<file path="config.mk">
export PLATFORM = sky130hd
export DESIGN_NAME = nge_mul
export DESIGN_NICKNAME = d
export VERILOG_FILES = /design/src/design/nge_mul.sv
export SDC_FILE = /design/constraint.sdc
export NUM_CORES = 2
export LEC_CHECK = 0
export ABC_AREA = 1
export BUFFER_PORTS_ARGS = -buffer_cell sky130_fd_sc_hd__buf_2
export CORE_UTILIZATION = 65
export CTS_BUF_LIST = sky130_fd_sc_hd__clkbuf_4
export CTS_CLUSTER_SIZE = 8
export DETAILED_ROUTE_END_ITERATION = 12
export GPL_TIMING_DRIVEN = 0
export PLACE_DENSITY = 0.83
export SLEW_MARGIN = 20
export SYNTH_ARGS = -nofsm -noshare
export SYNTH_HDL_FRONTEND = slang
export SYNTH_SLANG_ARGS = --single-unit
</file>
<file path="constraint.sdc">
create_clock -name clk_i -period 10.4 [get_ports clk_i]
set_clock_uncertainty 0.1 [all_clocks]
set_input_delay 0.52 -clock clk_i [delete_from_list [all_inputs] [get_ports clk_i]]
set_output_delay 0.52 -clock clk_i [all_outputs]
set_load 0.01 [all_outputs]
</file>
<file path="src/design/nge_mul.sv">
// Shared signed multiplier of the N-body core, one registered product a cycle.
// Operands are 33-bit signed so that unsigned 32-bit values fit. No dependencies.
module nge_mul (
  input  logic               clk_i,
  input  logic signed [32:0] a_i,
  input  logic signed [32:0] b_i,
  output logic signed [65:0] p_o
);

  logic signed [65:0] p_q;

  always_ff @(posedge clk_i) begin
    p_q <= a_i * b_i;
  end

  assign p_o = p_q;

endmodule

</file>
# After elaboration in Yosys (flattened, before gate mapping)

Index checks and enable logic that the tools add are counted.

Multipliers: 1

Operator list:

| cell                         | count |
|---|---|
| multiplier 33 x 33 -> 66 bit | 1 |

Output and inout port bits: 66
Logic and storage cells: 2
Bits in registers: 66

# Depth between registers and ports, before layout

Depth after elaboration: 1
Gate-level depth with buffers: 34

# Least setup slack after synthesis

No wires, ideal clock.

Kind: input -> register
Start: in a_i[32]
End: reg p_q[60], in the netlist p_o[60]
Setup time: 0.113 ns
Stages: 23
Data arrival time: 7.163 ns
Path buffers: 2
Data required time: 10.187 ns
Slack: 3.024 ns
Cell sequence: clkbuf_1 clkbuf_1 nand2_1 inv_1 fa_1 fa_1 fa_1 fa_1 inv_1 fa_1 fa_1 fa_1 fa_1 inv_1 ha_1 nand2_1 nor2_1 inv_1 nor3_1 nand2_1 and2_0 nand4_1 nand2_1

Cells in the longest elaborated chain, start to end: 1

Ends and longest elaborated chain:

| what                         | line | text |
|---|---|---|
| from (decl)                  | 5    | `input logic signed [32:0] a_i,` |
| multiplier 33 x 33 -> 66 bit | 13   | `p_q <= a_i * b_i;` |
| to (signal assigned)         | 13   |  |
| to (decl)                    | 10   | `logic signed [65:0] p_q;` |

No other way between the ends.

# Worst setup path after layout

Start: in b_i[11]
End: reg p_q[57], in the netlist p_o[57]

Cells in the longest elaborated chain, start to end: 1

Ends and longest elaborated chain:

| what                         | line | text |
|---|---|---|
| from (decl)                  | 6    | `input logic signed [32:0] b_i,` |
| multiplier 33 x 33 -> 66 bit | 13   |  |

No other way between the ends.

==> out/qor.txt <==
Register bit total from synthesis -> 66
# hold bufs at CTS -> 0
Number of synthesized flops with an enable pin -> 0
Drt via density -> 5.66
Global-route wire length before repair -> 241,000 um
Mapped Nets -> 6,972
Die ar. -> 0.0675 mm^2
Ys flop type -> dfxtp_1
Final wirelength -> 165,000 um
Synth Instances -> 5,543
Max Cap Violations -> 0
Post-place setup slack -> 1.05 ns
Core Region -> 0.0657 mm^2
IO Port Bufs -> 67
Reg area -> 0.00132 mm^2
Fmax achieved -> 107 MHz
Initial antenna violation count -> 14
Fill count -> 5,696
PnR worst setup slack -> 1.06 ns
Sequential area share after synthesis -> 3.06%
Hold crit path type -> in2reg
Total grt overflow -> 0
Vias in the first global route -> 38.2k
DR pass1 iterations -> 8
Worst-margin pin slew -> 1.40 ns
Worst Path Max Fanout -> 10
NumNets Final -> 7,051
# clock sinks -> 66
TNS Setup -> 0 ns
Area taken by multi-input logic gates -> 0.0338 mm^2
Crit. End Element -> flop
FP Rows -> 94
Iteration-0 DRC Markers -> 4,582
Gr usage total -> 51.2%
Synth top area cells -> fa_1 53%, inv_1 16%, nand2_1 13%, ha_1 6.3%, dfxtp_1 3.1%
Unrepaired setup endpoints after global routing -> no
Die W -> 260 um
Max FFs per register -> 66
Synth cell types -> 35
Synthesis Warnings -> 0
Final antenna-violating net count -> 0
Post_cts resized -> 0
Via count -> 36.8k
CP required -> 10.69 ns
Count leader, synth -> inv_1
Critical path arrival -> 9.63 ns
Final Hold Fails -> 0
Pin count of the biggest net entering global routing -> 28
DP HPWL -> 136,000 um
Clk slew on worst S/H paths -> 0.16 ns
Residual DRC -> 0
Outcome -> complete, no violations
CTS Root Cell -> clkbuf_4
Crit path kind -> in2reg
Post-synth top cells -> 1,894 x inv_1, 1,517 x nand2_1, 1,145 x fa_1
H-tree levels -> 3
Syn avg cell area -> 7.79 um^2
Core Util, Final -> 68.2%
CTS tree -> yes
Fin crit period -> 9.34 ns
Post-CTS Setup Inserts -> 0
Synth top area share -> 53.1%
Die Span Y -> 260 um
Setup-failing EPs final -> 0
Initial Util -> 65.7%
Max-slew headroom -> 6.83%
WL per Instance -> 25.3 um
Num CTS Buffers -> 9
Routability cong. -> 1.11
Area leader, netlist -> fa_1
Mapped cell area -> 0.0432 mm^2
Setup crit start kind -> input port
CTS Buffer Depth -> 2
Slew Limit Fails -> 0
Async S/R FF share, synth -> 0%
Layout cell share with drive strength beyond 1 -> 2.95%
Area grow syn2layout -> 3.82%
IO Count -> 133
Fin crit share -> 89.8%
==> cells by family after synthesis <==
group	synth area share [%]
AND/OR/NAND/NOR	16.6
flip-flops	3.06
XOR/XNOR	0.832
adder cells (fa/ha/maj)	59.4
buffers and inverters	18.8
AO/OA/AOI/OAI	1.38
==> worst max-delay path: stages <==
cell      delay, ns
clkbuf_1       0.41
clkbuf_1       0.93
nand2_1        0.45
fa_1           0.71
fa_1           0.89
fa_1           0.59
inv_1          0.45
fa_1           0.54
fa_1           0.60
fa_1           0.44
fa_1           0.50
inv_1          0.05
fa_1           0.49
inv_1          0.04
ha_1           0.41
nand2_1        0.14
nor2_1         0.21
nand3_1        0.27
nor2_1         0.30
o21ai_0        0.32
nand3_1        0.18
nand2_1        0.06
nand2_1        0.08
==> cell type report <==
type | count | share of cell area, %
inverters | 1895 | 15.9
diodes | 10 | 0.0558
plain buffers | 263 | 2.26
repair buffers | 68 | 0.782
flip-flops and latches | 66 | 2.95
multi-input cells | 3319 | 75.3
well taps | 864 | 2.41
clock buffers | 9 | 0.151
clock inverters | 7 | 0.209
==> worst paths after layout <==
| path | startpoint | endpoint | slack [ns] | depth (start not counted) |
|---|---|---|---|---|
| setup / recovery | b_i[11] | p_o[57] | 1.06 | 23 |
| hold / removal | a_i[0] | p_o[0] | 0.39 | 3 |
==> layout by cell type, fill, tap and decap left out, types with 2 or more instances in the layout <==
| master | synthesis | layout |
|---|---|---|
| inv_1 | 1894 | 1894 |
| nand2_1 | 1517 | 1517 |
| fa_1 | 1145 | 1143 |
| clkbuf_1 | 262 | 242 |
| ha_1 | 217 | 217 |
| nor2_1 | 131 | 131 |
| nand3_1 | 70 | 70 |
| buf_2 | 0 | 67 |
| dfxtp_1 | 66 | 66 |
| a21oi_1 | 61 | 61 |
| xor2_1 | 37 | 37 |
| clkbuf_2 | 0 | 20 |
| nor2_2 | 20 | 20 |
| o21ai_0 | 19 | 19 |
| nand4_1 | 19 | 19 |
| nand2_2 | 17 | 17 |
| o21bai_1 | 14 | 14 |
| diode_2 | 0 | 10 |
| clkbuf_4 | 0 | 9 |
| nand3_2 | 8 | 8 |
| nor3_1 | 7 | 7 |
| or2_2 | 5 | 5 |
| a21oi_2 | 4 | 4 |
| xnor2_1 | 4 | 4 |
| nor4_1 | 4 | 4 |
| nor2_4 | 3 | 3 |
| o21ai_1 | 3 | 3 |
| nand3b_1 | 3 | 3 |
| a21o_1 | 2 | 2 |
| and2_1 | 2 | 2 |
| fa_2 | 0 | 2 |
| bufinv_16 | 0 | 2 |
| clkinv_4 | 0 | 2 |
==> metrics by stage <==
stage / hold slack (ns) / instance area (um^2) / cells
global placement: 0.813 / 44600 / 6474
detailed placement: 0.812 / 44600 / 6474
finish: 0.385 / 44800 / 6501
CTS: 0.316 / 44800 / 6490
global route: 0.376 / 44800 / 6492
floorplan: 0.684 / 43200 / 5543
==> routing by layer <==
metal	vias up	global-route usage, %	wire length [um]	share of wire [%]
li1	15184	-	-	-
met1	17957	61.8	54200	33
met2	2788	73.4	68000	41
met3	878	18.9	25000	15
met4	10	41.9	17500	11
met5	-	0	71	0.043
Power is not shown: default switching activity piles up to over one toggle a cycle in this logic, so the estimate is an artifact.
