**src/design/nge_div.sv**
```systemverilog
// Iterative restoring divider: (k << FRAC_BITS) / s, saturated to 32 bits.
// One quotient bit a cycle; used three times per pair by the N-body core.
module nge_div #(
  parameter int unsigned FRAC_BITS = 16
) (
  input  logic        clk_i,
  input  logic        rst_ni,
  input  logic        start_i,
  input  logic [31:0] k_i,
  input  logic [31:0] s_i,
  output logic [31:0] quot_o,
  output logic        done_o
);

  localparam int unsigned NW = 32 + FRAC_BITS;
  localparam int unsigned CW = $clog2(NW + 1);

  logic [NW-1:0] num_q;
  logic [31:0]   rem_q;
  logic [31:0]   s_q;
  logic [CW-1:0] cnt_q;
  logic          busy_q;
  logic          done_q;
  logic [32:0]   rem_sh;
  logic          fits;

  assign rem_sh = {rem_q, num_q[NW-1]};
  assign fits   = (rem_sh >= {1'b0, s_q});

  always_ff @(posedge clk_i or negedge rst_ni) begin
    if (!rst_ni) begin
      busy_q <= 1'b0;
      done_q <= 1'b0;
      cnt_q  <= '0;
    end else begin
      done_q <= busy_q && (cnt_q == CW'(1));
      if (start_i) begin
        busy_q <= 1'b1;
        cnt_q  <= CW'(NW);
      end else if (busy_q) begin
        cnt_q <= cnt_q - CW'(1);
        if (cnt_q == CW'(1)) begin
          busy_q <= 1'b0;
        end
      end
    end
  end

  always_ff @(posedge clk_i) begin
    if (start_i) begin
      num_q <= {k_i, {FRAC_BITS{1'b0}}};
      rem_q <= '0;
      s_q   <= s_i;
    end else if (busy_q) begin
      num_q <= {num_q[NW-2:0], fits};
      if (fits) begin
        rem_q <= 32'(rem_sh - {1'b0, s_q});
      end else begin
        rem_q <= rem_sh[31:0];
      end
    end
  end

  assign quot_o = ((s_q == '0) || (|num_q[NW-1:32])) ? 32'hFFFF_FFFF : num_q[31:0];
  assign done_o = done_q;

endmodule

```
**config.mk**
```make
export PLATFORM = sky130hd
export DESIGN_NAME = nge_div
export DESIGN_NICKNAME = d
export VERILOG_FILES = /design/src/design/nge_div.sv
export SDC_FILE = /design/constraint.sdc
export NUM_CORES = 1
export LEC_CHECK = 0
export ABC_AREA = 1
export BUFFER_PORTS_ARGS = -buffer_cell sky130_fd_sc_hd__buf_2
export CORE_MARGIN = 3
export CORE_UTILIZATION = 50
export CTS_CLUSTER_SIZE = 12
export DETAILED_ROUTE_END_ITERATION = 16
export HOLD_SLACK_MARGIN = 0.15
export PLACE_DENSITY = 0.76
export SLEW_MARGIN = 20
export SYNTH_ARGS = -nofsm -noshare
export SYNTH_HDL_FRONTEND = slang
export SYNTH_SLANG_ARGS = --single-unit
```
**constraint.sdc**
```tcl
create_clock -name clk_i -period 5.4 [get_ports clk_i]
set_clock_uncertainty 0.05 [all_clocks]
set_input_delay 0.81 -clock clk_i [delete_from_list [all_inputs] [get_ports clk_i]]
set_output_delay 0.81 -clock clk_i [all_outputs]
set_load 0.005 [all_outputs]
```
# Word-level counts from Yosys, hierarchy flattened
# Index checks and enable logic that the tools add are counted.
# classes
eq_ne	1
add_sub_neg	2
muxes	9
n_reduce_logical	5
magnitude_cmp	1
# op_table
cell	count
$mux 48	2
$mux 32	2
$ge 33x32->1	1
$logic_not 32->1	1
$sub 32x32->32	1
$reduce_or 16->1	1
$mux 6	2
$eq 6x1->1 const B	1
$sub 6x1->6 const B	1
$mux 1	3
$reduce_bool 2->1	1
$logic_and 1x1->1	1
$logic_or 1x1->1	1
# word_totals
wordCells	25
reg_bits	120
output_inout_bits	33

# Longest topological paths before layout
# logic_depth
depth_word	4
ltp_mapped	17
ltp_nobuf	16

# Worst setup path before layout
# OpenSTA, ideal clock, no wires.
# synth_timing
kind	input to register
start	input start_i
end	register num_q[16], enable pin
path_buffers	2
arrival_ns	2.345
setup_time_ns	0.409
path_slack_ns	2.596
stages	4
required_ns	4.941
cell_sequence	clkbuf_1 nor2_1 inv_1 clkbuf_1
# synth_between
elab_chain_cells	1
# synth_lines
element	line_no	text
start, declared	8	input logic start_i,
$reduce_bool 2->1 (no line)	n/a	
end signal, assigned	51	num_q <= {k_i, {FRAC_BITS{1'b0}}};
end signal, assigned	55	num_q <= {num_q[NW-2:0], fits};
end, declared	18	logic [NW-1:0] num_q;
# No other way between the ends.
# A chain may end at the register's enable or synchronous reset.

# Worst setup path in the final report
# layout_timing
start	register num_q[36]
end	output quot_o[19]
# layout_between
elab_chain_cells	3
# layout_lines
element	line_no	text
$reduce_or 16->1	64	assign quot_o = ((s_q == '0) || (|num_q[NW-1:32])) ? 32'hFFFF_FFFF : num_q[31:0];
$logic_or 1x1->1	64	
$mux 32	64	
end, declared	11	output logic [31:0] quot_o,
# No other way between the ends.

==> out/metrics.cfg <==
[synthesis]
yosys_warnings = 0
ys_ff_latch = 120
synth-async-reset-ratio = 0.0667
syn_area_um2 = 7730
syn-num-nets = 1170
synth_top_flop_cell = edfxtp_1
synth_top_area_frac = 0.249
synth_edf_count = 64
synth_cell_types = 39
yosysTopAreaCell = edfxtp_1
netlist_instances = 1068
synth_area_per_cell_um2 = 7.24
synth.area.top_cells = edfxtp_1 (25%), nand2_1 (18%), dfxtp_1 (12%)
ys_seq_area_frac = 0.399

[clocking]
cts_tree = yes
cts_resized = 0
cts-hold-fix-buffers = 0
ctsRootBufferMaster = clkbuf_16
numCtsBuffers = 17
clockBufferDepth = 2
clk_pin_slew_ps = 60
clkSinkCount = 120
htreeDepth = 4
post_cts_buffers = 0
clkLatencyLatePin_ps = 430

[timing]
final.setup.tns_ps = 0
slew_violations = 0
setup_viol = 0
fmax_mhz = 304
relSlewSlack = 0.395
whs_ps = 158
fin_crit_sh = 0.609
min_period_ps = 3290
worst_slew_pin_slew_ps = 906
rsz0062_at_grt = no
hold_viol = 0
fin_ws_ps = 2110

[placement]
preCtsSetupSlack_ps = 2220
gp_congestion = 0.996
io_buffer_count = 99
post-dp-hpwl_um = 14700
dpl-instance-area_um2 = 8310

[run]
maxCapViolCount = 0

[floorplanning]
die_w_um = 130
placement_rows = 44
start_util = 0.522
dieArea_um2 = 17000
coreArea_um2 = 14800
ios = 100
die_h_um = 130

[global_route]
antenna_found_initial = 1
grtUsageTotal = 0.245
first_global_vias = 6861
grt_pass1_wl_um = 32800
grt_max_degree = 68
overflow = 0

[detailed_routing]
wl_um = 19900
vias_per_cell = 5.21
vias = 7073
wl_per_cell_um = 14.7
postRouteAntennaNets = 0
drt_iter0_drc = 564
drt_pre_antenna_iters = 6
drc = 0

[critical_path]
cpPeakStageDelay_ps = 650
crit_required_ps = 4540
path_depth = 5
worst-path-buf-inv = 1
r2r_slack_ps = 2680
reg2reg_from = s_q[23]
cp_top_family = simple AND/OR/NAND/NOR gates
rr_worst_depth = 14
cp.arrival_ps = 2430
start_kind = flip-flop
worst_setup_path_end_kind = output port
worstSetupPathType = flip-flop to output port
crit_path_cell_trace = nor4_1 -> nand4_1 -> a21oi_4 -> nand2_1 -> buf_2
r2r-end = rem_q[26]
slowest_stage = a21oi_4
critical_path.max_fanout = 32

[layout]
final-seq-area_um2 = 3080
area_growth_pct = 15.3
antenna_cells = 0
nets = 1263
fillers = 1338
multi_input_area_um2 = 3670
drive_gt1_frac = 0.149
fin_area_um2 = 8920

[pwr]
power_density_nw_per_um2 = 438
vdd_drop_max_mv = 0.262
p_total_mw = 3.90
p_leak_nw = 4.53

[status]
status = completed

[worst_hold_path]
hold_path_class = primary input to async pin

==> routing by layer <==
layer	global-route usage	share of wire	up-vias
met5	0	0.00065	-
met4	0.0962	0.027	2
met3	0.0581	0.073	38
met2	0.400	0.47	261
met1	0.316	0.43	3207
li1	-	-	3565
==> worst max path at each step <==
stage,startpoint,end,slack [ps]
3_3_place_gp,num_q[35],quot_o[28],2420
5_1_grt,num_q[36],quot_o[18],1920
6_report,num_q[36],quot_o[19],2110
2_1_floorplan,start_i,num_q[16],2600
3_5_place_dp,num_q[36],quot_o[19],2220
4_1_cts,num_q[36],quot_o[19],1730
==> state kept, by name, indices dropped and copies added (netlist names) <==
| signal | count |
|---|---|
| done_o | 1 |
| rem_q | 32 |
| num_q | 48 |
| s_q | 32 |
| busy_q | 1 |
| cnt_q | 6 |
==> cell type report <==
type                       count  area share
clock inverter                11      0.0116
clock buffer                  21      0.0553
timing repair buffer         103      0.0589
tap                          184      0.0258
inverter                     216      0.0909
sequential                   120       0.346
multi-input combinational    703       0.412
==> cells by family after synthesis <==
group                    after synthesis  synth area share
AO/OA/AOI/OAI                         96            0.0736
XOR/XNOR                              14            0.0159
adder cells (fa/ha/maj)               35            0.0576
buffers and inverters                245             0.129
flip-flops                           120             0.399
AND/OR/NAND/NOR                      558             0.325
==> metrics by stage <==
step / utilization / cells
3_3_place_gp: 0.561 / 1326
5_1_grt: 0.602 / 1358
6_report: 0.602 / 1358
4_1_cts: 0.602 / 1358
2_1_floorplan: - / 1068
3_5_place_dp: 0.561 / 1326
==> cell usage in the layout, fill, tap and decap left out, types with 8 or more instances in the layout <==
cell type / n
clkbuf_16: 19
a22o_1: 14
nand4_1: 15
nand3b_1: 16
nor4_1: 8
dfxtp_1: 48
xnor2_1: 13
nand3_1: 70
buf_2: 99
o21ai_1: 10
ha_1: 34
o21ai_0: 26
inv_1: 211
nor2_1: 39
a21oi_1: 23
o22ai_1: 16
dfrtp_1: 8
edfxtp_1: 64
nand3_2: 12
nand2_2: 10
nand2_1: 366
==> Yosys cell counts, drive strengths merged (3+ instances only) <==
master,number
a21oi,25
a22o,14
and2,3
buf,12
clkbuf,17
dfrtp,8
dfxtp,48
edfxtp,64
ha,34
inv,214
nand2,378
nand3,82
nand3b,16
nand4,15
nor2,50
nor3,5
nor4,9
o21ai,36
o21bai,3
o22ai,16
xnor2,13
==> report_power, final <==
| group | internal [mW] | total (mW) | switching [mW] |
|---|---|---|---|
| registers | 1.10 | 1.19 | 0.0875 |
| clock network | 0.705 | 1.15 | 0.443 |
| logic | 0.553 | 1.56 | 1.01 |
| total | 2.36 | 3.90 | 1.54 |
No activity file was read; power rests on OpenSTA's default activity.
