<file path="src/design/nge_sqrt.sv">
// Iterative integer square root of a 64-bit value, one result bit a cycle.
// Used by the N-body core for the softened distance. No dependencies.
module nge_sqrt (
  input  logic        clk_i,
  input  logic        rst_ni,
  input  logic        start_i,
  input  logic [63:0] val_i,
  output logic [31:0] root_o,
  output logic        done_o
);

  logic [63:0] val_q;
  logic [33:0] rem_q;
  logic [31:0] root_q;
  logic [5:0]  cnt_q;
  logic        busy_q;
  logic        done_q;
  logic [35:0] rem_sh;
  logic [35:0] trial;
  logic        fits;

  assign rem_sh = {rem_q, val_q[63:62]};
  assign trial  = {2'b00, root_q, 2'b01};
  assign fits   = (rem_sh >= trial);

  always_ff @(posedge clk_i or negedge rst_ni) begin
    if (!rst_ni) begin
      busy_q <= 1'b0;
      done_q <= 1'b0;
      cnt_q  <= '0;
    end else begin
      done_q <= busy_q && (cnt_q == 6'd1);
      if (start_i) begin
        busy_q <= 1'b1;
        cnt_q  <= 6'd32;
      end else if (busy_q) begin
        cnt_q <= cnt_q - 6'd1;
        if (cnt_q == 6'd1) begin
          busy_q <= 1'b0;
        end
      end
    end
  end

  always_ff @(posedge clk_i) begin
    if (start_i) begin
      val_q  <= val_i;
      rem_q  <= '0;
      root_q <= '0;
    end else if (busy_q) begin
      val_q <= {val_q[61:0], 2'b00};
      if (fits) begin
        rem_q  <= 34'(rem_sh - trial);
        root_q <= {root_q[30:0], 1'b1};
      end else begin
        rem_q  <= rem_sh[33:0];
        root_q <= {root_q[30:0], 1'b0};
      end
    end
  end

  assign root_o = root_q;
  assign done_o = done_q;

endmodule

</file>
<file path="config.mk">
export PLATFORM = sky130hd
export DESIGN_NAME = nge_sqrt
export DESIGN_NICKNAME = d
export VERILOG_FILES = /design/src/design/nge_sqrt.sv
export SDC_FILE = /design/constraint.sdc
export NUM_CORES = 1
export LEC_CHECK = 0
export BUFFER_PORTS_ARGS = -buffer_cell sky130_fd_sc_hd__clkbuf_2
export CORE_MARGIN = 2
export CORE_UTILIZATION = 58
export CTS_CLUSTER_DIAMETER = 50
export DETAILED_ROUTE_END_ITERATION = 6
export PLACE_DENSITY = 0.85
export SYNTH_ARGS = -nofsm -noshare
export SYNTH_HDL_FRONTEND = slang
export SYNTH_SLANG_ARGS = --single-unit
</file>
<file path="constraint.sdc">
create_clock -name clk_i -period 3 [get_ports clk_i]
set_input_delay 0.6 -clock clk_i [delete_from_list [all_inputs] [get_ports clk_i]]
set_output_delay 0.6 -clock clk_i [all_outputs]
set_load 0.005 [all_outputs]
</file>
* Yosys cells after proc, flatten, opt, wreduce, memory -nomap -nowiden
Cells that the tools add are included.
W data, S select, Z words.
** Storage, ports and cells
- Register bits :: 138
- Input bits :: 67
- Output and inout bits :: 33
- Word-level logic and storage cells :: 21
** Cells by class
- $add $sub $neg :: 2
- Magnitude comparators :: 1
- Eq/ne operators :: 1
- Multiplexer cells :: 9
- Reductions and logical operators :: 2
** Operators with widths (count)
- $mux W64 :: 2
- $ge A36 B34 Y1 :: 1
- $mux W34 :: 1
- $sub A34 B34 Y34 :: 1
- $mux W6 :: 2
- $eq A6 B1 Y1 const B :: 1
- $sub A6 B1 Y6 const B :: 1
- $mux W1 :: 4
- $reduce_bool A2 Y1 :: 1
- $logic_and A1 B1 Y1 :: 1

* Logic depth before layout (Yosys ltp)
Gate-level depths: netlist of run 1.
- Word-level depth :: 4
- Depth in mapped cells :: 14
- Mapped depth without buffers :: 11

* Least setup slack after synthesis of run 1
No wires, ideal clock.
- Path type :: input port to flip-flop
- From :: in start_i
- To :: reg val_q[0], enable pin
- Library setup time :: 0.418 ns
- Arrival time :: 2.399 ns
- Data required time :: 2.582 ns
- Path slack :: 0.183 ns
- Stages on the path :: 4
- Buffers on the path :: 2
- Cell sequence :: clkbuf_1 > nor2_1 > clkbuf_1 > inv_1
** On the way
- Longest elaborated chain between the ends :: 1
** RTL lines
- start, declared :: RTL line 6 : input logic start_i,
- $reduce_bool A2 Y1 (no line)
- end signal, assigned :: RTL line 47 : val_q <= val_i;
- end signal, assigned :: RTL line 51 : val_q <= {val_q[61:0], 2'b00};
- end, declared :: RTL line 12 : logic [63:0] val_q;
Every way passes these cells.
A chain may end at the register's enable or synchronous reset.

* Worst setup path in the final report of run 1
- From :: reg root_q[15], in the netlist root_o[15]
- To :: reg rem_q[19]
** On the way
- Longest elaborated chain between the ends :: 2
- Elaborated cells between the ends (all ways) :: 3
- Those cells by class :: add/sub: 1; order compare: 1; mux: 1
** RTL lines
- start, declared :: RTL line 14 : logic [31:0] root_q;
- start signal, assigned :: RTL line 54 : root_q <= {root_q[30:0], 1'b1};
- start signal, assigned :: RTL line 57 : root_q <= {root_q[30:0], 1'b0};
- $sub A34 B34 Y34 or $ge A36 B34 Y1 (tied branches) :: RTL line 53, 24
- $mux W34 (*) :: RTL line 52 : if (fits) begin
- end signal, assigned :: RTL line 53 : rem_q <= 34'(rem_sh - trial);
- end signal, assigned :: RTL line 56 : rem_q <= rem_sh[33:0];
- end, declared :: RTL line 13 : logic [33:0] rem_q;
Every way passes the cells marked *; elsewhere a longest branch is shown, timed or not.

==> results.txt, run 1 <==
CTS HTree Levels - 4
vias in the first global route - 5609
actual slew at the worst max-slew pin - 577 ps
Num CTS Buffers - 17
hpwl dp - 10900 um
clock sink count - 138
critical path launch point type - flip-flop
Placer Congestion - 0.896
io pins - 100
initial DRC count - 298
initial antenna violation count - 0
Clock Skews - 5.89 ps
Synth top area share - 25.7%
Final setup viols - 0
Layout Nets - 945
Reg clk slew, reported paths - 60 ps
Post-Syn Area - 0.00747 mm^2
Rows - 41
pin count of the biggest net entering global routing - 64
synthesis warning total - 0
Final Hold Viols - 0
First-pass DRT Iterations - 5
top cells by area, synth - edfxtp_1, dfxtp_1, mux2_2, ha_1, mux2i_1
Synth cell types - 59
placed cells - 983
reg2reg end - rem_q[19]
drt total wl - 16800 um
switching share of power - 37.2%
min-delay worst type - input pin to async pin
sequential power share - 26.9%
sequential cell area fraction in the yosys report - 46.1%
post-route ant nets - 0
DR DRC count - 0
reg2reg start - root_o[15]
global route total overflow - 0
Core ar. - 0.0126 mm^2
cell count after synthesis - 728
combinational share of power - 51.7%
max-cap violations - 0
CTS Root Cell - clkbuf_16
Lkg Pwr - 4.01 nW
critical path endpoint category - flip-flop
clock share of power - 21.4%
Critical Path RT - 3300 ps
critical path class - flip-flop to flip-flop
headroom to the max-slew limit - 61.5%
Tcrit/Tclk final - 97.3%
final hold slack - 17.8 ps
Max FO, Critical Path - 8
status - finished, final reports clean
post-synth top area cell - edfxtp_1
Arr. time, crit path - 3220 ps
Avg Cell Area, Syn - 10.3 um^2
net switching power - 3.56 mW
Max Clock Freq - 342 MHz
Post-synth ARST share - 5.80%
most frequent cells in the layout - clkbuf_2, nor2_1, edfxtp_1
Die Area - 0.0138 mm^2
fill cell total of the finished layout - 946
initial core utilization - 59.2%
Avg WL per Cell - 16.4 um
VDD IR-drop max - 0.751 mV
vias after detailed routing - 5869
Reg area - 0.00345 mm^2
Setup TNS - 0 ps
ant diodes - 0
Worst R2R Path Depth - 13
Pint - 6.03 mW
Layout Cells excl Fill - 1027
Die Wd - 118 um
CTS max path bufs - 2
CTS tree - yes
port bufs - 99
PwrDens - 1060 mW/mm^2
dominant synthesized flop cell - dfxtp_1
number of synthesized flops with an enable pin - 64
first-pass GRT wire length - 26300 um
#FFs+latches synth - 138
global router's overall resource usage - 23.3%
reg2reg setup slack - 80 ps
minimum clock period - 2920 ps
commonest non-fill, non-tap cell in the layout - clkbuf_2
share of cells above drive strength 1 - 29.5%
synthesized net count - 831
P&R area growth vs syn - 21.5%
multi-input combinational cell area - 0.00376 mm^2
die height - 118 um
Slew Limit Fails - 0
DR vias/cell - 5.71
clock latency on the worst-skew pair - 420 ps
power by group through the flow:
| stage | Combinational (mW) | Clock (mW) | Sequential, mW |
|---|---|---|---|
| after floorplan | 3.34 | 0 | 2.54 |
| after global placement | 4.08 | 0 | 2.59 |
| after detailed placement | 4.15 | 0 | 2.60 |
| after CTS | 4.19 | 2.09 | 2.57 |
| after global routing | 5.38 | 2.18 | 2.63 |
| final | 4.96 | 2.05 | 2.59 |
Yosys cell counts, drive strengths merged, types with 17 or more instances:
library cell	n
nor2	84
dfxtp	66
edfxtp	64
mux2	62
a21oi	53
inv	47
nand2	43
mux2i	39
o21ai	38
ha	36
clkbuf	19
xnor2	18
buf	17
critical path: stages (launching register included):
cell and delay [ps]:
dfxtp_1 370, inv_1 60, ha_1 380, nand2_1 200
nor4_4 370, o211ai_1 150, o21ai_1 110, nand3b_1 200
a41oi_4 170, buf_12 200, buf_4 130, buf_6 140
a32oi_1 200, o21ai_1 90
final cells by class:
cell class	instances	area share, %
clock buffers	22	5.11
well taps	172	2.37
inverters	47	1.94
repair buffers	131	9.82
clock inverters	10	1.35
multi-input cells	507	41.4
flip-flops and latches	138	38.0
sequential cells by signal, indices dropped and copies added, names as in the netlist:
name	count
val_q	64
busy_q	1
rem_q	34
cnt_q	6
root_o	32
done_o	1
per-stage QoR:
| stage | cell area [um^2] | power (mW) | utilization (%) | worst slack [ps] |
|---|---|---|---|---|
| after global placement | 8210 | 6.68 | 65.1 | 169 |
| after CTS | 8800 | 8.86 | 69.7 | 90.4 |
| after global routing | 9080 | 10.2 | 72.0 | -28.3 |
| after floorplan | 7470 | 5.87 | - | 183 |
| final | 9080 | 9.59 | 72.0 | 79.9 |
| after detailed placement | 8210 | 6.75 | 65.1 | 97.8 |
worst max-delay path by stage:
stage | from | slack (ps) | end
floorplan | start_i | 180 | val_q[0]
global placement | root_o[23] | 170 | rem_q[12]
detailed placement | root_o[23] | 100 | rem_q[16]
CTS | root_o[23] | 90 | rem_q[8]
global route | root_o[16] | -30 | rem_q[19]
finish | root_o[15] | 80 | rem_q[19]
routing by layer:
layer	share of wire (%)	track usage, %	vias up
li1	-	-	2843
met1	41	28.1	2782
met2	49	39.4	207
met3	7.5	7.70	37
met4	2.4	7.76	0
met5	0	0	-
logic make-up after synthesis:
logic type / count (synthesis) / share of synthesized area, %
adders and majority gates: 36 / 6.03
and+or+nand+nor: 173 / 10.5
buffers and inverters: 83 / 4.72
AOI/OAI and AO/OA: 163 / 14.1
DFF: 138 / 46.1
xor gates and xnor gates: 34 / 3.98
muxes: 101 / 14.6
timing repair:
| item | in CTS | in global routing |
|---|---|---|
| setup endpoints to repair | 0 | 20 |
| setup buffers | 0 | 6 |
| hold buffers | 0 | 0 |
| gates resized for setup | 0 | 25 |
No activity file was read; power rests on OpenSTA's default activity.
==> inputs of run 2 (changes only) <==
==> constraint.sdc (replaced) <==
create_clock -name clk_i -period 3 [get_ports clk_i]
set_input_delay 0.3 -clock clk_i [delete_from_list [all_inputs] [get_ports clk_i]]
set_output_delay 0.3 -clock clk_i [all_outputs]
set_load 0.005 [all_outputs]
==> run 2 against run 1 <==
Compared with the run above: sequential share of layout area is 0.79 points higher; clock skew is 3.7 ps higher; non-clock buffer count is 8 lower; final cell count is 0.78% lower; count of clock-buffer cells in the layout is 4 lower; clock power is 4% higher; first-iteration DRC count is 3.7% lower.
==> results.txt, run 2 (synthesized netlist as in run 1, its figures left out) <==
first-pass GRT wire length - 26600 um (+1.3%)
Die Wd - 118 um (unchanged)
cell area after placement - 0.00822 mm^2 (about the same)
Rows - 41 (unchanged)
switching share of power - 37.3% (+0.15 points)
Clock Skews - 9.60 ps (+3.71 ps)
top routing layer used - met4
die height - 118 um (unchanged)
CTS tree - yes
Worst Path Buf+Inv - 3 (-1)
CTS max path bufs - 2 (unchanged)
global router's overall resource usage - 23.8% (+0.44 points)
global route total overflow - 0 (unchanged)
CP max stage cell - ha_1
DR DRC count - 0 (unchanged)
critical path endpoint category - flip-flop
Final Hold Viols - 0 (unchanged)
Core ar. - 0.0126 mm^2 (unchanged)
combinational share of power - 48.0% (-3.7 points)
Post-Place Worst Slack - 120 ps (+22.4 ps)
largest stage delay on the critical path - 380 ps (about the same)
post-route ant nets - 0 (unchanged)
Max Clock Freq - 359 MHz (+4.8%)
Final WS setup - 213 ps (+133 ps)
CTS HTree Levels - 4 (unchanged)
First-pass DRT Iterations - 4 (-1)
min-delay worst type - input pin to flip-flop
sequential power share - 28.5% (+1.6 points)
Power, Total - 9.08 mW (-5.4%)
Worst R2R Path Depth - 11 (-2)
WP depth - 11 (-2)
fill cell total of the finished layout - 977 (+3.3%)
wire length on met2 - 7920 um (-4.1%)
port bufs - 99 (unchanged)
Lkg Pwr - 3.94 nW (-1.6%)
Final setup viols - 0 (unchanged)
critical path class - flip-flop to flip-flop
drt total wl - 16000 um (-4.7%)
max reg flops - 64 (unchanged)
ant diodes - 0 (unchanged)
initial DRC count - 287 (-3.7%)
Pint - 5.69 mW (-5.6%)
placed cells - 984 (+0.10%)
Arr. time, crit path - 3070 ps (-150 ps)
Reg clk slew, reported paths - 60 ps (about the same)
commonest non-fill, non-tap cell in the layout - clkbuf_2
most frequent cells in the layout - clkbuf_2, nor2_1, edfxtp_1
initial antenna violation count - 0 (unchanged)
Avg WL per Cell - 15.7 um (-3.9%)
CP top delay family - compound AO/OA/AOI/OAI gates
Layout Nets - 937 (-0.85%)
Setup TNS - 0 ps (unchanged)
headroom to the max-slew limit - 60.1% (-1.5 points)
CTS Root Cell - clkbuf_16
DR vias/cell - 5.57 (-2.5%)
vias in the first global route - 5661 (+0.93%)
CP Cell Sequence - inv_1 -> ha_1 -> nand2_1 -> nor4_4 -> buf_4 -> a221oi_1 -> nand3b_1 -> a41oi_4 -> buf_12 -> mux2i_1 -> a211oi_2
vias after detailed routing - 5679 (-3.2%)
actual slew at the worst max-slew pin - 599 ps (+22.0 ps)
Placer Congestion - 0.886 (-1.1%)
status - finished, final reports clean
io pins - 100 (unchanged)
post-route cell area - 0.00889 mm^2 (-2.1%)
unrepaired setup endpoints after global routing - false
PwrDens - 1020 mW/mm^2 (-3.4%)
critical path launch point type - flip-flop
VDD IR-drop max - 0.576 mV (-23%)
clock latency on the worst-skew pair - 430 ps (about the same)
Most flops, register - val_q
Layout Cells excl Fill - 1019 (-0.78%)
P&R area growth vs syn - 19.0%
Tcrit/Tclk final - 92.9% (-4.4 points)
Die Area - 0.0138 mm^2 (unchanged)
net switching power - 3.39 mW (-5.0%)
worst hold path depth - 2
pin count of the biggest net entering global routing - 65 (+1.6%)
clock share of power - 23.5% (+2.1 points)
max-cap violations - 0 (unchanged)
hpwl dp - 10900 um (+0.63%)
initial core utilization - 59.2% (unchanged)
Critical Path RT - 3280 ps (-20 ps)
Slew Limit Fails - 0 (unchanged)
Num CTS Buffers - 17 (unchanged)
Max FO, Critical Path - 23 (+15)
DRT met1 WL - 6910 um (+0.58%)
metal3 WL - 891 um (-30%)
minimum clock period - 2790 ps (-133 ps)
share of cells above drive strength 1 - 28.3% (-1.1 points)
clock sink count - 138 (unchanged)
[run 2: cell type report]
class | count | area [um^2] | area share [%]
multi-input combinational | 507 | 3730 | 42.0
sequential | 138 | 3450 | 38.8
timing repair buffer | 123 | 718 | 8.08
clock buffer | 18 | 429 | 4.83
tap | 172 | 215 | 2.42
inverter | 47 | 176 | 1.98
clock inverter | 14 | 171 | 1.93
[run 2: path summary, 6_finish.rpt]
path	startpoint	to	slack, ps
max	root_o[14]	rem_q[21]	210
min	val_i[1]	val_q[1]	150
max reg2reg	root_o[14]	rem_q[21]	210
min reg2reg	rem_q[1]	rem_q[1]	470
max in group asynchronous	rst_ni	busy_q	2530
min in group asynchronous	rst_ni	cnt_q[3]	250
[run 2: routing by layer]
layer / track usage [%] / up-vias
li1: - / 2836
met1: 28.7 / 2668
met2: 39.9 / 145
met3: 7.12 / 30
met4: 9.34 / 0
met5: 0 / -
[run 2: timing repair]
| item | 4_1_cts | 5_1_grt |
|---|---|---|
| endpoints found under the hold margin | 8 | 0 |
| resized for setup | 0 | 15 |
| hold buffers | 1 | 0 |
| buffers inserted | 0 | 2 |
| endpoints found under the setup margin | 0 | 20 |
[run 2: power groups by stage]
stage / logic (mW) / clock network (mW) / registers (mW)
detailed placement: 4.22 / 0 / 2.61
finish: 4.36 / 2.14 / 2.58
floorplan: 3.34 / 0 / 2.54
CTS: 4.25 / 2.17 / 2.58
global route: 4.84 / 2.24 / 2.62
global placement: 4.13 / 0 / 2.59
[run 2: per-stage QoR]
step / hold WS (ps) / util, %
global placement: 154 / 65.1
floorplan: 4.41 / -
global route: 158 / 70.5
finish: 151 / 70.5
detailed placement: 164 / 65.1
CTS: 139 / 70.0
==> inputs of run 3 (changes only) <==
- CORE_UTILIZATION: 58 -> 55
- PLACE_DENSITY: 0.85 -> 0.82
- SLEW_MARGIN: unset -> 25
==> run 3 against run 2 <==
Compared with the run above: worst setup slack worse by 56 ps; final cell count increased by 0.98%; register-to-register slack lost 60 ps; non-clock buffer count grew 6; sequential power is essentially flat; wire length rose by 5.4%; maximum frequency decreased by 2.0%; design area rose by 1.3%; first-iteration DRC count up 19%; global-route usage decreased by 0.90 points; clock power fell by 4%; critical path depth rose by 1; critical path type unchanged; critical endpoint is now rem_q[8]; largest power group unchanged.
==> results.txt, run 3 (synthesized netlist as in run 1, its figures left out) <==
Final WS setup - 157 ps (-55.6 ps)
Reg area - 0.00345 mm^2 (unchanged)
post-route ant nets - 0 (unchanged)
initial DRC count - 342 (+19%)
min-delay worst type - input pin to flip-flop
io pins - 100 (unchanged)
worst hold path depth - 2 (unchanged)
headroom to the max-slew limit - 52.1% (-8.0 points)
vias in the first global route - 5739 (+1.4%)
first-pass GRT wire length - 26500 um (-0.36%)
placed cells - 984 (unchanged)
share of cells above drive strength 1 - 29.4% (+1.1 points)
CP max stage cell - nor4_4
CTS Root Cell - clkbuf_16
VDD IR-drop max - 0.599 mV (+3.9%)
max-cap violations - 0 (unchanged)
final hold slack - 152 ps (+0.956 ps)
fill cell total of the finished layout - 1014 (+3.8%)
switching share of power - 38.0% (+0.74 points)
minimum clock period - 2840 ps (+55.6 ps)
drt total wl - 16900 um (+5.4%)
Power, Total - 9.38 mW (+3.3%)
combinational share of power - 50.4% (+2.4 points)
Post-Place Worst Slack - 135 ps (+14.3 ps)
Layout Cells excl Fill - 1029 (+0.98%)
global route total overflow - 0 (unchanged)
PwrDens - 1040 mW/mm^2 (+2.0%)
Core ar. - 0.0132 mm^2 (+4.9%)
Pint - 5.81 mW (+2.1%)
critical path class - flip-flop to flip-flop
reg2reg start - root_o[18]
Slew Limit Fails - 0 (unchanged)
port bufs - 99 (unchanged)
Most flops, register - val_q
most frequent cells in the layout - clkbuf_2, nor2_1, edfxtp_1
vias after detailed routing - 5831 (+2.7%)
global router's overall resource usage - 22.9% (-0.90 points)
Final Hold Viols - 0 (unchanged)
multi-input combinational cell area - 0.00375 mm^2 (+0.60%)
clock latency on the worst-skew pair - 430 ps (about the same)
hpwl dp - 11200 um (+2.6%)
initial core utilization - 56.4% (-2.8 points)
Final setup viols - 0 (unchanged)
P&R area growth vs syn - 20.5%
CTS max path bufs - 2 (unchanged)
Layout Nets - 943 (+0.64%)
ant diodes - 0 (unchanged)
Worst Setup SP - root_o[18]
CP Cell Sequence - inv_1 -> ha_2 -> nand4_1 -> nor4_4 -> o211ai_1 -> o21ai_0 -> nand3b_1 -> a41oi_4 -> buf_4 -> clkbuf_16 -> o31ai_1 -> a22o_1
DR vias/cell - 5.67 (+1.7%)
Worst R2R Path Depth - 12 (+1)
DR DRC count - 0 (unchanged)
net switching power - 3.57 mW (+5.4%)
commonest non-fill, non-tap cell in the layout - clkbuf_2
clock share of power - 21.9% (-1.6 points)
Clock Skews - 9.59 ps (-0.00427 ps)
Rows - 42 (+2.4%)
sequential power share - 27.7% (-0.8 points)
status - finished, final reports clean
actual slew at the worst max-slew pin - 716 ps (+117 ps)
Setup TNS - 0 ps (unchanged)
Die Area - 0.0145 mm^2 (+5.3%)
max reg flops - 64 (unchanged)
Placer Congestion - 0.925 (+4.4%)
Critical Path RT - 3370 ps (+90 ps)
Num CTS Buffers - 17 (unchanged)
CTS HTree Levels - 4 (unchanged)
Lkg Pwr - 3.99 nW (+1.3%)
clock sink count - 138 (unchanged)
Arr. time, crit path - 3210 ps (+140 ps)
Max Clock Freq - 352 MHz (-2.0%)
First-pass DRT Iterations - 5 (+1)
Tcrit/Tclk final - 94.8% (+1.9 points)
pin count of the biggest net entering global routing - 62 (-4.6%)
CTS tree - yes
initial antenna violation count - 0 (unchanged)
Max FO, Critical Path - 9 (-61%)
largest stage delay on the critical path - 440 ps (+60 ps)
Avg WL per Cell - 16.4 um (+4.4%)
critical path endpoint category - flip-flop
die height - 121 um (+2.6%)
critical path launch point type - flip-flop
Hold Path Origin - val_i[1]
Die Wd - 121 um (+2.6%)
Reg clk slew, reported paths - 60 ps (about the same)
run 3: worst paths after layout:
check / to / slack [ps]
setup / recovery: rem_q[8] / 160
hold / removal: val_q[1] / 150
setup reg to reg: rem_q[8] / 160
hold reg to reg: rem_q[28] / 480
max in group asynchronous: busy_q / 2550
min in group asynchronous: cnt_q[2] / 250
run 3: layout make-up:
cell class,instances,area share [%]
Timing Repair Buffer,129,9.10
Clock inverter,10,0.875
Tap cell,176,2.44
Sequential cell,138,38.3
Multi-Input combinational cell,507,41.7
Clock buffer,22,5.67
Inverter,47,1.96
run 3: metal layers:
metal,global-route usage [%],part of all wire (%),up-vias
li1,-,-,2848
met1,28.2,43,2755
met2,36.8,48,207
met3,8.87,8.2,21
met4,7.56,1.3,0
met5,0,0,-
run 3: through the flow:
stage | utilization, % | instance area, um^2
after floorplan | - | 7470
after global placement | 61.9 | 8190
after detailed placement | 61.9 | 8190
after CTS | 66.4 | 8790
after global routing | 68.0 | 9010
final | 68.0 | 9010
run 3: worst max-delay path, delay by kind of cell, from the launching register on:
| family | cells | cell delay [ps] |
|---|---|---|
| adders and majority gates | 1 | 370 |
| buffers and inverters | 3 | 400 |
| AOI/OAI and AO/OA | 5 | 840 |
| and+or+nand+nor | 3 | 860 |
| DFF | 1 | 320 |
run 3: timing repair:
item | 4_1_cts | 5_1_grt
gates resized for setup | 0 | 19
hold buffers | 1 | 0
setup endpoints to repair | 0 | 29
endpoints found under the hold margin | 8 | 0
buffers inserted | 0 | 8
run 3: power by group through the flow:
stage / logic (mW) / clock network, mW / registers [mW]
after floorplan: 3.34 / 0 / 2.54
final: 4.73 / 2.06 / 2.60
after CTS: 4.17 / 2.10 / 2.59
after global routing: 5.16 / 2.18 / 2.63
after detailed placement: 4.13 / 0 / 2.62
after global placement: 4.04 / 0 / 2.61
